===== config.mk =====
export PLATFORM = sky130hd
export DESIGN_NAME = cartridge_bank_switch_mapper_flat
export DESIGN_NICKNAME = d
export VERILOG_FILES = /design/src/hdl/cbsm_pkg.sv /design/src/hdl/cbsm_if.sv /design/src/hdl/cbsm_next.sv /design/src/hdl/cartridge_bank_switch_mapper.sv /design/src/flat_wrapper.sv
export SDC_FILE = /design/constraint.sdc
export NUM_CORES = 1
export LEC_CHECK = 0
export ABC_AREA = 1
export BUFFER_PORTS_ARGS = -buffer_cell sky130_fd_sc_hd__buf_2
export CAP_MARGIN = 20
export CORE_MARGIN = 5
export CORE_UTILIZATION = 45
export DETAILED_ROUTE_END_ITERATION = 8
export GPL_ROUTABILITY_DRIVEN = 0
export PLACE_DENSITY = 0.72
export SETUP_SLACK_MARGIN = 0.02
export SLEW_MARGIN = 20
export SYNTH_ARGS = -nofsm -noshare
export SYNTH_HDL_FRONTEND = slang
export SYNTH_SLANG_ARGS = --single-unit

===== constraint.sdc =====
create_clock -name i_clk -period 6.63 [get_ports i_clk]
set_input_delay 1.326 -clock i_clk [delete_from_list [all_inputs] [get_ports i_clk]]
set_output_delay 1.326 -clock i_clk [all_outputs]
set_load 0.01 [all_outputs]

===== src/hdl/cbsm_pkg.sv =====
`default_nettype none

package cbsm_pkg;

    // Field widths of the bus side and of the image side.
    localparam int OFFSET_W = 16;
    localparam int DATA_W   = 8;
    localparam int BASE_W   = 18;
    localparam int TYPE_W   = 16;

    // Configuration port widths.
    localparam int CFG_INDEX_W = 4;
    localparam int CFG_DATA_W  = 16;

    // Configuration register indexes.
    localparam logic [CFG_INDEX_W-1:0] REG_CART_TYPE   = CFG_INDEX_W'(0);
    localparam logic [CFG_INDEX_W-1:0] REG_CART_IS_64K = CFG_INDEX_W'(1);

    // Bus function codes.
    localparam logic FUNC_CART = 1'b0;
    localparam logic FUNC_TIA  = 1'b1;

    // TIA register that carries the lock, top select and video bits.
    localparam logic [OFFSET_W-1:0] TIA_CTRL_REG = 16'h0001;

    // Cartridge type bits and whole-word mapper codes.
    localparam int TYPE_BIT_SOUND = 0;
    localparam int TYPE_BIT_SUPER = 1;
    localparam int TYPE_BIT_RAM   = 2;
    localparam logic [TYPE_W-1:0] TYPE_ABSOLUTE = 16'h0200;
    localparam logic [TYPE_W-1:0] TYPE_ADDR_SEL = 16'h0100;

    // Address boundaries.
    localparam logic [OFFSET_W-1:0] OFF_HIGH_START  = 16'h4000;
    localparam logic [OFFSET_W-1:0] OFF_ADDR_SEL_LO = 16'hBF80;

    // Bank masks.
    localparam logic [2:0] BANK_MASK_64K = 3'h3;
    localparam logic [2:0] BANK_MASK_BIG = 3'h7;

    // Image offsets.
    localparam logic [BASE_W-1:0] IMG_BANK_LO  = 18'h10000;
    localparam logic [BASE_W-1:0] IMG_BANK_HI  = 18'h12000;
    localparam logic [BASE_W-1:0] IMG_ABS_ALT  = 18'h14000;
    localparam int                BANK_SHIFT   = 14;

    // Window reset values.
    localparam logic [BASE_W-1:0] WIN1_RESET = 18'h04000;
    localparam logic [BASE_W-1:0] WIN2_RESET = 18'h08000;
    localparam logic [BASE_W-1:0] WIN3_RESET = 18'h0A000;
    localparam logic [BASE_W-1:0] WIN4_RESET = 18'h0C000;

    // One bus write.
    typedef struct packed {
        logic                func;
        logic [OFFSET_W-1:0] offset;
        logic [DATA_W-1:0]   wdata;
    } t_item;

    // Mapper state.
    typedef struct packed {
        logic [BASE_W-1:0] window1;
        logic [BASE_W-1:0] window2;
        logic [BASE_W-1:0] window3;
        logic [BASE_W-1:0] window4;
        logic              lock;
        logic              cart_sel;
        logic              video;
    } t_state;

    // One result item.
    typedef struct packed {
        logic [BASE_W-1:0]   window1_base;
        logic [BASE_W-1:0]   window2_base;
        logic [BASE_W-1:0]   window3_base;
        logic [BASE_W-1:0]   window4_base;
        logic                ram_write;
        logic                sound_write;
        logic                undefined_write;
        logic [OFFSET_W-1:0] target_offset;
        logic [DATA_W-1:0]   target_data;
        logic                cart_at_top;
        logic                ctrl_locked;
        logic                video_enabled;
    } t_result;

endpackage

`default_nettype wire


===== src/hdl/cbsm_if.sv =====
`default_nettype none

// Bus write channel.
interface cbsm_in_if;
    logic        valid;
    logic        ready;
    logic        func;
    logic [15:0] offset;
    logic [7:0]  wdata;

    modport source (output valid, output func, output offset, output wdata, input ready);
    modport sink   (input valid, input func, input offset, input wdata, output ready);
endinterface

// Result channel.
interface cbsm_out_if;
    logic        valid;
    logic        ready;
    logic [17:0] window1_base;
    logic [17:0] window2_base;
    logic [17:0] window3_base;
    logic [17:0] window4_base;
    logic        ram_write;
    logic        sound_write;
    logic        undefined_write;
    logic [15:0] target_offset;
    logic [7:0]  target_data;
    logic        cart_at_top;
    logic        ctrl_locked;
    logic        video_enabled;

    modport source (
        output valid, input ready,
        output window1_base, output window2_base, output window3_base, output window4_base,
        output ram_write, output sound_write, output undefined_write,
        output target_offset, output target_data,
        output cart_at_top, output ctrl_locked, output video_enabled
    );
    modport sink (
        input valid, output ready,
        input window1_base, input window2_base, input window3_base, input window4_base,
        input ram_write, input sound_write, input undefined_write,
        input target_offset, input target_data,
        input cart_at_top, input ctrl_locked, input video_enabled
    );
endinterface

// Configuration write channel.
interface cbsm_cfg_if;
    logic        valid;
    logic        ready;
    logic [3:0]  index;
    logic [15:0] data;

    modport source (output valid, output index, output data, input ready);
    modport sink   (input valid, input index, input data, output ready);
endinterface

`default_nettype wire


===== src/hdl/cbsm_next.sv =====
`default_nettype none

// Decodes one bus write against the current mapper state and produces the
// next state together with the result item.
module cbsm_next (
    input  wire cbsm_pkg::t_state                  i_state,
    input  wire logic [cbsm_pkg::TYPE_W-1:0]       i_cart_type,
    input  wire logic                              i_cart_is_64k,
    input  wire cbsm_pkg::t_item                   i_item,
    output cbsm_pkg::t_state                       o_state,
    output cbsm_pkg::t_result                      o_result
);
    import cbsm_pkg::*;

    always_comb begin
        t_state            nxt;
        logic              low_write;
        logic              is_high;
        logic [2:0]        super_bank;
        logic [2:0]        addr_bank;
        logic [BASE_W-1:0] super_add;
        logic [BASE_W-1:0] addr_add;

        nxt        = i_state;
        is_high    = (i_item.offset >= OFF_HIGH_START);
        low_write  = (i_item.func == FUNC_CART) && !is_high;
        super_bank = i_item.wdata[2:0] & (i_cart_is_64k ? BANK_MASK_64K : BANK_MASK_BIG);
        addr_bank  = i_item.offset[2:0];
        super_add  = BASE_W'({super_bank, BANK_SHIFT'(0)});
        addr_add   = BASE_W'({addr_bank, BANK_SHIFT'(0)});

        // Strobes for low cartridge writes; RAM takes precedence over sound.
        o_result.ram_write       = low_write && i_cart_type[TYPE_BIT_RAM];
        o_result.sound_write     = low_write && !i_cart_type[TYPE_BIT_RAM]
                                   && i_cart_type[TYPE_BIT_SOUND];
        o_result.undefined_write = low_write && !i_cart_type[TYPE_BIT_RAM]
                                   && !i_cart_type[TYPE_BIT_SOUND];
        if (o_result.ram_write || o_result.sound_write) begin
            o_result.target_offset = i_item.offset;
            o_result.target_data   = i_item.wdata;
        end else begin
            o_result.target_offset = '0;
            o_result.target_data   = '0;
        end

        if (i_item.func == FUNC_TIA) begin
            // Control register: video is sticky, lock freezes the rest.
            if (i_item.offset == TIA_CTRL_REG) begin
                if (i_item.wdata[0]) begin
                    nxt.video = 1'b1;
                end
                if (!i_state.lock) begin
                    nxt.lock     = i_item.wdata[0];
                    nxt.cart_sel = i_item.wdata[2];
                end
            end
        end else begin
            // Bank switching, one scheme per write.
            if (i_cart_type[TYPE_BIT_SUPER] && is_high) begin
                nxt.window2 = IMG_BANK_LO + super_add;
                nxt.window3 = IMG_BANK_HI + super_add;
            end else if (i_cart_type == TYPE_ABSOLUTE && i_item.offset == OFF_HIGH_START) begin
                if (i_item.wdata[0]) begin
                    nxt.window1 = IMG_BANK_LO;
                end else if (i_item.wdata[1]) begin
                    nxt.window1 = IMG_ABS_ALT;
                end
            end else if (i_cart_type == TYPE_ADDR_SEL && i_item.offset >= OFF_ADDR_SEL_LO) begin
                nxt.window3 = IMG_BANK_LO + addr_add;
                nxt.window4 = IMG_BANK_HI + addr_add;
            end
        end

        o_state               = nxt;
        o_result.window1_base = nxt.window1;
        o_result.window2_base = nxt.window2;
        o_result.window3_base = nxt.window3;
        o_result.window4_base = nxt.window4;
        o_result.cart_at_top  = nxt.cart_sel;
        o_result.ctrl_locked  = nxt.lock;
        o_result.video_enabled = nxt.video;
    end

endmodule

`default_nettype wire


===== src/hdl/cartridge_bank_switch_mapper.sv =====
`default_nettype none

// Cartridge bank-switch mapper. Each bus write accepted on i_in yields
// exactly one result item on o_out carrying the four window base offsets,
// the RAM, sound and undefined strobes with their target, and the top,
// lock and video flags as they stand after that write. One write is
// accepted every cycle while results are taken; a write is captured in
// an input register when it is accepted and passes the decode logic into
// the result register once that one is empty or being taken, and its
// result is offered from there on o_out. The input register keeps taking
// one further write while a result waits on o_out.
// Configuration writes on i_cfg are always ready and are meant to be made
// while no write is in flight.
module cartridge_bank_switch_mapper (
    input  wire logic  i_clk,
    input  wire logic  i_rst_n,
    cbsm_in_if.sink    i_in,
    cbsm_out_if.source o_out,
    cbsm_cfg_if.sink   i_cfg
);
    import cbsm_pkg::*;

    logic [TYPE_W-1:0] r_cart_type;
    logic              r_cart_is_64k;
    t_state            r_state;
    t_state            n_state;
    t_item             r_item;
    logic              r_item_valid;
    t_result           r_result;
    t_result           n_result;
    logic              r_out_valid;
    logic              in_accept;
    logic              advance;

    // Handshake: the input register drains into the result register when
    // that one is empty or being taken.
    assign advance    = r_item_valid && (!r_out_valid || o_out.ready);
    assign i_in.ready = !r_item_valid || advance;
    assign in_accept  = i_in.valid && i_in.ready;
    assign i_cfg.ready = 1'b1;

    // Configuration registers.
    always_ff @(posedge i_clk) begin
        if (!i_rst_n) begin
            r_cart_type   <= '0;
            r_cart_is_64k <= 1'b0;
        end else if (i_cfg.valid) begin
            if (i_cfg.index == REG_CART_TYPE) begin
                r_cart_type <= i_cfg.data;
            end
            if (i_cfg.index == REG_CART_IS_64K) begin
                r_cart_is_64k <= i_cfg.data[0];
            end
        end
    end

    // Input register.
    always_ff @(posedge i_clk) begin
        if (!i_rst_n) begin
            r_item_valid <= 1'b0;
        end else begin
            r_item_valid <= in_accept || (r_item_valid && !advance);
        end
    end

    always_ff @(posedge i_clk) begin
        if (in_accept) begin
            r_item.func   <= i_in.func;
            r_item.offset <= i_in.offset;
            r_item.wdata  <= i_in.wdata;
        end
    end

    cbsm_next u_next (
        .i_state       (r_state),
        .i_cart_type   (r_cart_type),
        .i_cart_is_64k (r_cart_is_64k),
        .i_item        (r_item),
        .o_state       (n_state),
        .o_result      (n_result)
    );

    // Mapper state advances with each write that moves to the result side.
    always_ff @(posedge i_clk) begin
        if (!i_rst_n) begin
            r_state.window1  <= WIN1_RESET;
            r_state.window2  <= WIN2_RESET;
            r_state.window3  <= WIN3_RESET;
            r_state.window4  <= WIN4_RESET;
            r_state.lock     <= 1'b0;
            r_state.cart_sel <= 1'b0;
            r_state.video    <= 1'b0;
        end else if (advance) begin
            r_state <= n_state;
        end
    end

    // Result register.
    always_ff @(posedge i_clk) begin
        if (!i_rst_n) begin
            r_out_valid <= 1'b0;
        end else begin
            r_out_valid <= advance || (r_out_valid && !o_out.ready);
        end
    end

    always_ff @(posedge i_clk) begin
        if (advance) begin
            r_result <= n_result;
        end
    end

    assign o_out.valid           = r_out_valid;
    assign o_out.window1_base    = r_result.window1_base;
    assign o_out.window2_base    = r_result.window2_base;
    assign o_out.window3_base    = r_result.window3_base;
    assign o_out.window4_base    = r_result.window4_base;
    assign o_out.ram_write       = r_result.ram_write;
    assign o_out.sound_write     = r_result.sound_write;
    assign o_out.undefined_write = r_result.undefined_write;
    assign o_out.target_offset   = r_result.target_offset;
    assign o_out.target_data     = r_result.target_data;
    assign o_out.cart_at_top     = r_result.cart_at_top;
    assign o_out.ctrl_locked     = r_result.ctrl_locked;
    assign o_out.video_enabled   = r_result.video_enabled;

    // Once set, the lock never clears until reset.
    a_lock_sticky: assert property (@(posedge i_clk) disable iff (!i_rst_n)
        r_state.lock |=> r_state.lock)
        else $error("control lock cleared");

    // While locked, the top selection does not move.
    a_top_frozen: assert property (@(posedge i_clk) disable iff (!i_rst_n)
        r_state.lock |=> $stable(r_state.cart_sel))
        else $error("top selection changed while locked");

    // The video flag is sticky.
    a_video_sticky: assert property (@(posedge i_clk) disable iff (!i_rst_n)
        r_state.video |=> r_state.video)
        else $error("video flag cleared");

    // A new result only appears from a write held in the input register.
    a_result_source: assert property (@(posedge i_clk) disable iff (!i_rst_n)
        $rose(r_out_valid) |-> $past(r_item_valid))
        else $error("result without a pending write");

    // State changes only when a write moves to the result side.
    a_state_hold: assert property (@(posedge i_clk) disable iff (!i_rst_n)
        !advance |=> $stable(r_state))
        else $error("mapper state changed without a write");

endmodule

`default_nettype wire

===== src/flat_wrapper.sv =====
// flat-port wrapper written by rule: the top's interface ports become plain ports
module cartridge_bank_switch_mapper_flat import cbsm_pkg::*;
  (i_clk, i_rst_n, i_in_valid, i_in_func, i_in_offset, i_in_wdata, i_in_ready, o_out_valid, o_out_ready, o_out_window1_base, o_out_window2_base, o_out_window3_base, o_out_window4_base, o_out_ram_write, o_out_sound_write, o_out_undefined_write, o_out_target_offset, o_out_target_data, o_out_cart_at_top, o_out_ctrl_locked, o_out_video_enabled, i_cfg_valid, i_cfg_index, i_cfg_data, i_cfg_ready);
  cbsm_in_if i_in_i ();
  cbsm_out_if o_out_i ();
  cbsm_cfg_if i_cfg_i ();
  input  wire logic i_clk;
  input  wire logic i_rst_n;
  input wire logic [$bits(i_in_i.valid)-1:0] i_in_valid;
  input wire logic [$bits(i_in_i.func)-1:0] i_in_func;
  input wire logic [$bits(i_in_i.offset)-1:0] i_in_offset;
  input wire logic [$bits(i_in_i.wdata)-1:0] i_in_wdata;
  output wire logic [$bits(i_in_i.ready)-1:0] i_in_ready;
  output wire logic [$bits(o_out_i.valid)-1:0] o_out_valid;
  input wire logic [$bits(o_out_i.ready)-1:0] o_out_ready;
  output wire logic [$bits(o_out_i.window1_base)-1:0] o_out_window1_base;
  output wire logic [$bits(o_out_i.window2_base)-1:0] o_out_window2_base;
  output wire logic [$bits(o_out_i.window3_base)-1:0] o_out_window3_base;
  output wire logic [$bits(o_out_i.window4_base)-1:0] o_out_window4_base;
  output wire logic [$bits(o_out_i.ram_write)-1:0] o_out_ram_write;
  output wire logic [$bits(o_out_i.sound_write)-1:0] o_out_sound_write;
  output wire logic [$bits(o_out_i.undefined_write)-1:0] o_out_undefined_write;
  output wire logic [$bits(o_out_i.target_offset)-1:0] o_out_target_offset;
  output wire logic [$bits(o_out_i.target_data)-1:0] o_out_target_data;
  output wire logic [$bits(o_out_i.cart_at_top)-1:0] o_out_cart_at_top;
  output wire logic [$bits(o_out_i.ctrl_locked)-1:0] o_out_ctrl_locked;
  output wire logic [$bits(o_out_i.video_enabled)-1:0] o_out_video_enabled;
  input wire logic [$bits(i_cfg_i.valid)-1:0] i_cfg_valid;
  input wire logic [$bits(i_cfg_i.index)-1:0] i_cfg_index;
  input wire logic [$bits(i_cfg_i.data)-1:0] i_cfg_data;
  output wire logic [$bits(i_cfg_i.ready)-1:0] i_cfg_ready;
  assign i_in_i.valid = i_in_valid;
  assign i_in_i.func = i_in_func;
  assign i_in_i.offset = i_in_offset;
  assign i_in_i.wdata = i_in_wdata;
  assign i_in_ready = i_in_i.ready;
  assign o_out_valid = o_out_i.valid;
  assign o_out_i.ready = o_out_ready;
  assign o_out_window1_base = o_out_i.window1_base;
  assign o_out_window2_base = o_out_i.window2_base;
  assign o_out_window3_base = o_out_i.window3_base;
  assign o_out_window4_base = o_out_i.window4_base;
  assign o_out_ram_write = o_out_i.ram_write;
  assign o_out_sound_write = o_out_i.sound_write;
  assign o_out_undefined_write = o_out_i.undefined_write;
  assign o_out_target_offset = o_out_i.target_offset;
  assign o_out_target_data = o_out_i.target_data;
  assign o_out_cart_at_top = o_out_i.cart_at_top;
  assign o_out_ctrl_locked = o_out_i.ctrl_locked;
  assign o_out_video_enabled = o_out_i.video_enabled;
  assign i_cfg_i.valid = i_cfg_valid;
  assign i_cfg_i.index = i_cfg_index;
  assign i_cfg_i.data = i_cfg_data;
  assign i_cfg_ready = i_cfg_i.ready;
  cartridge_bank_switch_mapper u_core (.i_clk(i_clk), .i_rst_n(i_rst_n), .i_in(i_in_i), .o_out(o_out_i), .i_cfg(i_cfg_i));
endmodule

Yosys cells after proc, flatten, opt, wreduce, memory -nomap -nowiden:

Cells that the tools add are included.

* input bits: 50
* output and inout bits: 105
* logic and storage cells: 81
* register bits after elaboration: 221

* $lt $le $gt $ge: 2
* reduce and logical (&&, ||, !) cells: 27
* bitwise operators: 2
* muxes and demuxes: 15
* add/subtract/negate cells: 4
* eq/ne operators: 5

Operator list (count)
* $mux 18: 7
* $add 17x17->18 const A: 4
* $mux 36: 2
* $mux 72: 1
* $eq 16x1->1 const B: 1
* $eq 16x10->1 const B: 1
* $eq 16x15->1 const B: 1
* $eq 16x9->1 const B: 1
* $ge 16x15->1 const B: 1
* $ge 16x16->1 const B: 1
* $logic_and 1x1->1: 12
* $mux 3: 3
* $logic_not 1->1: 7
* $logic_or 1x1->1: 5
* $eq 4x1->1 const B: 1
* $logic_not 4->1: 1
* $reduce_and 2->1: 2
* $and 3x3->3: 1
* $mux 2: 1
* $mux 1: 1
* $not 1->1: 1

Longest topological paths before layout:

Gate-level depths: netlist (run 1).

* word-level depth: 6
* gate-level depth with buffers: 11
* mapped depth without buffers: 11

Modules after synthesis:

From an unflattened synthesis (run 1), not the netlist that was laid out.

* cell total of the unflattened synthesis: 1023
* area, all modules: 9585.4 µm²

Modules (own cells, without submodules)
* cartridge_bank_switch_mapper: cells each 616, area each 7412.1 µm², times used 1
* cbsm_next: cells each 407, area each 2173.3 µm², times used 1

Worst setup path after synthesis (run 1):

OpenSTA, ideal clock, no wires.

* kind: input port to flip-flop
* from: input port o_out_ready
* to: register u_core.r_result, in the netlist u_core.o_out.cart_at_top (enable)
* setup slack: 3142 ps
* path buffers: 1
* stages: 5
* data arrival time: 3071 ps
* cell sequence: inv_1 > nand2_1 > nand2_1 > inv_1 > buf_2

* longest elaborated chain between the ends: 2

RTL lines
* start, declared: line flat_wrapper.sv:15 `input wire logic [$bits(o_out_i.ready)-1:0] o_out_ready;`
* $logic_or 1x1->1: line cartridge_bank_switch_mapper.sv:37 `assign advance = r_item_valid && (!r_out_valid || o_out.ready);`
* $logic_and 1x1->1: line cartridge_bank_switch_mapper.sv:37
* named net u_core.advance: line cartridge_bank_switch_mapper.sv:33 `logic advance;`
* end signal, assigned: line cartridge_bank_switch_mapper.sv:109 `r_result <= n_result;`
* end, declared: line cartridge_bank_switch_mapper.sv:29 `t_result r_result;`

The timed path passes the listed nets, and every way through them passes these cells.
A chain may end at the register's enable or synchronous reset.

Final worst setup path (run 1):

* from: input port o_out_ready
* to: output port i_in_ready

* longest elaborated chain between the ends: 3

RTL lines
* $logic_or 1x1->1: line cartridge_bank_switch_mapper.sv:37
* $logic_and 1x1->1: line cartridge_bank_switch_mapper.sv:37
* $logic_or 1x1->1: line cartridge_bank_switch_mapper.sv:38 `assign i_in.ready = !r_item_valid || advance;`
* end, declared: line flat_wrapper.sv:13 `output wire logic [$bits(i_in_i.ready)-1:0] i_in_ready;`

No other way between the ends.

==> results of run 1 <==
sequential cells by signal (all words and copies together), names as in the netlist, 8 cells and up:
register,count
u_core.r_state,75
u_core.o_out.window1_base,18
u_core.r_item,25
u_core.o_out.target_data,8
u_core.r_cart_type,16
u_core.o_out.window2_base,18
u_core.o_out.window3_base,18
u_core.o_out.window4_base,18
u_core.o_out.target_offset,16
Yosys cell counts, drive strengths merged:
| cell | instances | area [µm²] |
|---|---|---|
| nor2 | 121 | 500 |
| o211ai | 3 | 46.3 |
| or2 | 2 | 15.0 |
| nand3b | 4 | 30.0 |
| nand2 | 125 | 504 |
| nor3 | 17 | 135 |
| edfxtp | 127 | 3810 |
| nor4 | 1 | 6.26 |
| inv | 133 | 499 |
| a211oi | 1 | 7.51 |
| o21ai | 27 | 139 |
| nand4 | 8 | 50.1 |
| dfxtp | 94 | 1880 |
| clkbuf | 10 | 37.5 |
| clkinv | 1 | 3.75 |
| conb | 2 | 7.51 |
| buf | 19 | 134 |
| a21boi | 1 | 7.51 |
| nand3 | 29 | 163 |
| a21oi | 32 | 179 |
power by group:
group / total, mW / internal [mW] / switching, mW
Sequential: 1.51 / 1.49 / 0.0157
Combinational: 0.127 / 0.0420 / 0.0851
Clock: 1.15 / 0.669 / 0.483
stage by stage:
step	worst slack, ns	std cells
3_3_place_gp	3.23	1114
3_5_place_dp	3.16	1114
4_1_cts	3.45	1154
2_1_floorplan	3.14	758
5_1_grt	3.37	1154
6_report	3.46	1154
per-layer routing:
| metal | vias to the layer above | wire [µm] | part of all wire | track usage |
|---|---|---|---|---|
| met5 | - | 0 | 0 | 0 |
| met4 | 0 | 376 | 0.024 | 0.0506 |
| met3 | 28 | 980 | 0.063 | 0.0269 |
| met2 | 132 | 7610 | 0.49 | 0.247 |
| met1 | 2392 | 6600 | 0.42 | 0.196 |
| li1 | 2702 | - | - | - |
cell families after synthesis:
group	synth area share
AO/OA/AOI/OAI	0.0465
AND/OR/NAND/NOR	0.172
flip-flops	0.698
buffers and inverters	0.0826
other	0.000920
worst min-delay path by stage:
stage / cells past startpoint / to / startpoint
6_report: 2 / u_core.r_state[46] / u_core.r_state[46]
5_1_grt: 2 / u_core.r_state[67] / u_core.r_state[67]
4_1_cts: 2 / u_core.r_state[46] / u_core.r_state[46]
3_5_place_dp: 2 / u_core.r_state[46] / u_core.r_state[46]
3_3_place_gp: 2 / u_core.r_state[41] / u_core.r_state[41]
2_1_floorplan: 2 / u_core.r_state[39] / u_core.r_state[39]
cell type report:
| class | instances | share of cell area |
|---|---|---|
| Clock inverter | 9 | 0.00423 |
| Timing Repair Buffer | 156 | 0.0808 |
| Clock buffer | 31 | 0.0653 |
| Multi-Input combinational cell | 374 | 0.184 |
| Sequential cell | 221 | 0.584 |
| Tap cell | 229 | 0.0294 |
| Inverter | 134 | 0.0518 |
cell usage in the layout, fill, tap and decap left out, types with 6 or more instances in the layout:
master and instances:
buf_2 153, clkbuf_1 6, nand3_1 27, nor3_2 10
inv_1 129, a21oi_1 29, clkinv_2 6, clkbuf_16 24
nand4_1 8, o21ai_0 26, dfxtp_1 94, nand2_1 119
edfxtp_1 127, nor2_1 113, nor3_1 7
worst max-delay path: stages:
cell	delay [ns]
buf_2	0.11
inv_1	0.07
nand3_1	0.15
buf_2	0.19
==> metrics.txt, run 1 <==
design area 0.00975 mm²; sequential fraction of the synthesis area 0.698; First-pass DRT Iterations 5; Final Skew roughly 0.015 ns; register-to-register setup slack around 3.7 ns; final core utilization 0.545; pwr/cell area ~290 mW/mm²; reg2reg path depth 6; CTS tree built; Final setup viols 0; vias in the first global route roughly 5000; cell count after synthesis between 700 and 800; hold buffer count at CTS 0; Synth Register Bits between 200 and 250; Worst Setup EP i_in_ready; period utilisation layout 0.478; Avg WL per Cell roughly 13 µm; CTS clk-pin slew, worst paths roughly 0.06 ns; Power Total 2.79 mW; H-Tree Depth 1; final layout net count approximately 960; share of post-route cells with drive strength above 1 0.243; dpl hpwl about 11000 µm; leakage ~4.3 nW; Worst slew margin 0.340; CP Capture Type output port; sinks on the clock net 221; Antenna Cells 0; f_max 315 MHz; Final Max Slew Viols 0; Netlist cell types 37; Routed Antenna Nets 0; DR DRC count 0; Setup Buffers After CTS 0; Setup TNS Final 0 ns; final wirelength around 16000 µm; Synth Warn # 0; multi-input logic area around 0.0018 mm²; sequential cell area 0.00570 mm²; reg-to-reg startpoint u_core.r_item[24]; Tmin final between 3 and 4 ns; worst slew pin tran 0.983 ns; Initial DRC Count approximately 320; initial antenna violation count 0; Area Overhead vs Synth 19.5%; core area ~0.018 mm²; largest net degree at the start of global routing 80; Max Cap Viol 0; post_cts resized 0; placed cell area 0.00907 mm²; Mapped Area between 0.008 and 0.009 mm²; capturing point of the worst reg2reg path u_core.r_state[22]; worst-skew pair later-pin latency ~0.50 ns; CTS Buffer Depth 3; HP Class register to register; crit path max fanout 3; Port Buffers 153; critical path startpoint o_out_ready; Rows 49; GRT Total Usage 0.148; GRT overflow 0; unrepaired setup endpoints after global routing no; outcome finished, final reports clean; Die Y-Extent 145 µm; via count ~5300; Peak VDD IR between 0.15 and 0.2 mV; CTS Root Cell clkbuf_16; vias per inst between 4 and 5; WHS ~0.43 ns; first-pass GRT wire length 24600 µm; worst endpoint data arrival time between 1.5 and 2 ns; CP Class primary input to output port; Die ar. between 0.02 and 0.025 mm²; initial core utilization 0.456; Top Ports between 150 and 200; average size of a mapped cell about 11 µm²; number of CTS-inserted buffers 22; data required time at the worst endpoint between 5 and 6 ns; crit start category primary input; # fillers roughly 1600; Die X 145 µm; final hold vios 0
Note: power is estimated with default switching activity, not from simulation.
==> run 2, diff against run 1 <==
Settings changed: PLACE_DENSITY 0.72 to 0.75.
Clock period 6.63 ns to 2.8 ns, I/O delays scaled along.
==> run 2 against run 1 <==
Clock skew up 0.0049 ns. Count of clock-buffer cells in the layout fell by 3. Sequential power rose by 140%. Core utilization rose by 0.89 points. Highest routed layer unchanged.
==> metrics.txt, run 2 (synthesized netlist as in run 1, its figures left out) <==
outcome finished, final reports clean; unrepaired setup endpoints after global routing no; Port Buffers 153 (unchanged); final layout net count 969 (+1.0%); hold buffer count at CTS 0 (unchanged); crit start category register; max reg flops 75 (unchanged); final core utilization 0.554 (+0.00888); Die X 145 µm (unchanged); critical-path cell list buf_4, inv_1, nand3_1, buf_4, nor2_1, buf_4, inv_1, nand2_4, nor3_1; final hold vios 0 (unchanged); initial core utilization 0.456 (unchanged); register name with the most flops u_core.r_state; Max Cap Viol 0 (unchanged); reg2reg path depth 9 (+3); GRT Total Usage 0.154 (+0.00636); pwr/cell area 694 mW/mm² (+140%); Final Skew 0.0195 ns (+0.00491 ns); Tmin final just under 2 ns; leakage 4.36 nW (+2.1%); register-to-register setup slack 0.86 ns (-2.80 ns); Routed Antenna Nets 0 (unchanged); CP bufs+invs 5 (+2); capturing point of the worst reg2reg path u_core.r_state[23]; number of CTS-inserted buffers 23 (+4.5%); most used routing layer met2; f_max ~520 MHz; worst-skew pair later-pin latency 0.51 ns (about the same); cell mode on critical path buf_4; most frequent cells in the layout buf_2, inv_1, edfxtp_1; largest net degree at the start of global routing 52 (-35%); commonest non-fill, non-tap cell in the layout buf_2; share of post-route cells with drive strength above 1 0.256 (+0.0132); post_cts resized 0 (unchanged); # fillers 1507 (-4.0%); Final setup viols 0 (unchanged); CTS tree built; Worst slew margin 0.540 (+0.200); Min-Delay Path Depth 1 (-1); Setup Buffers After CTS 0 (unchanged); Avg WL per Cell 13.6 µm (+0.99%); Peak VDD IR 0.426 mV (+180%); Die Y-Extent 145 µm (unchanged); final wirelength 15900 µm (+2.0%); via count 5316 (+1.2%); GRT overflow 0 (unchanged); crit path max fanout 22 (+19); top flop regs u_core.r_state (75), u_core.r_item (25); hold endpoint u_core.r_item[5]; First-pass DRT Iterations 4 (-1); reg-to-reg startpoint u_core.r_item[24]; CTS Buffer Depth 3 (unchanged); CP Capture Type register; slowest CP cell edfxtp_1; CP Class register to register; Die ar. 0.0209 mm² (unchanged); data required time at the worst endpoint 3.18 ns (-2.12 ns); Worst path max stage delay 0.36 ns (+0.17 ns); first-pass GRT wire length 25700 µm (+4.1%); HP Class primary input to register; met1 Track Usage GR 0.198 (+0.00250); core area 0.0179 mm² (unchanged); CTS Root Cell clkbuf_16; worst endpoint data arrival time 2.32 ns (+0.48 ns); vias per inst 4.56 (+0.22%); H-Tree Depth 1 (unchanged); period utilisation layout 0.693; Final Max Slew Viols 0 (unchanged); Setup TNS Final 0 ns (unchanged); Antenna Cells 0 (unchanged); Initial DRC Count 284 (-9.8%); worst slew pin tran 0.690 ns (-0.293 ns); CTS clk-pin slew, worst paths 0.06 ns (about the same); initial antenna violation count 0 (unchanged); Area Overhead vs Synth 21.4%; HP Start i_in_wdata[5]; Top delay family on crit path buffers and inverters; Top Ports 155 (unchanged); GR Util met2 0.266 (+0.0193); Rows 49 (unchanged); sinks on the clock net 221 (unchanged); DR DRC count 0 (unchanged); dpl hpwl 10900 µm (+0.74%); met3 GRT Util 0.0269 (unchanged); vias in the first global route 5331 (+6.7%)
## run 2: changes by cell type in the layout (fill, tap and decap cells not counted), sizes merged
cell / previous run / this run
buf: 156 / 165
clkinv: 11 / 10
clkbuf: 31 / 28
clkinvlp: 0 / 1
bufinv: 0 / 2
inv: 132 / 135
## run 2: cell type report
class,count,area [µm²],share of cell area
timing repair buffer,165,868,0.0876
clock inverter,14,135,0.0136
clock buffer,28,624,0.0630
multi-input combinational,374,1790,0.181
sequential,221,5700,0.575
inverter,134,505,0.0510
tap,229,287,0.0289
## run 2: through the flow
stage               hold slack [ns]  power (mW)  worst slack [ns]  cells  area, µm²
global route                  0.212        7.14             0.693   1165       9910
detailed placement            0.424        3.96             0.677   1123       9150
global placement              0.420        3.95             0.733   1123       9150
floorplan                     0.415        3.81            0.0779    758       8160
finish                        0.225        6.87             0.860   1165       9910
CTS                           0.207        6.95             0.831   1165       9910
## run 2: metal layers
layer | up-vias | share of wire | routed length, µm
met1 | 2404 | 0.43 | 6840
met3 | 32 | 0.056 | 890
met2 | 146 | 0.49 | 7740
met4 | 0 | 0.025 | 398
met5 | - | 0 | 0
li1 | 2734 | - | -
## run 2: worst max path at each step
stage | startpoint | end | slack (ns) | depth (start not counted)
3_3_place_gp | o_out_ready | u_core.o_out.window1_base[12] | 0.73 | 6
5_1_grt | u_core.r_item[18] | u_core.o_out.window3_base[4] | 0.69 | 9
2_1_floorplan | o_out_ready | u_core.o_out.cart_at_top | 0.08 | 5
3_5_place_dp | o_out_ready | u_core.r_state[0] | 0.68 | 8
6_report | u_core.r_item[24] | u_core.r_state[23] | 0.86 | 9
4_1_cts | u_core.r_item[18] | u_core.o_out.window3_base[10] | 0.83 | 9
## run 2: worst reg2reg max path: stages (launching register included)
cell and delay (ns):
edfxtp_1 0.36, buf_4 0.19, inv_1 0.16, nand3_1 0.10, buf_4 0.23, nor2_1 0.11, buf_4 0.25, inv_1 0.13
nand2_4 0.21, nor3_1 0.07
## run 2: power breakdown
part | leakage, nW | internal [mW] | switching (mW)
Combinational | 2.04 | 0.108 | 0.210
Clock | 0.376 | 1.78 | 1.21
Sequential | 1.94 | 3.53 | 0.0341
Total | 4.36 | 5.42 | 1.45
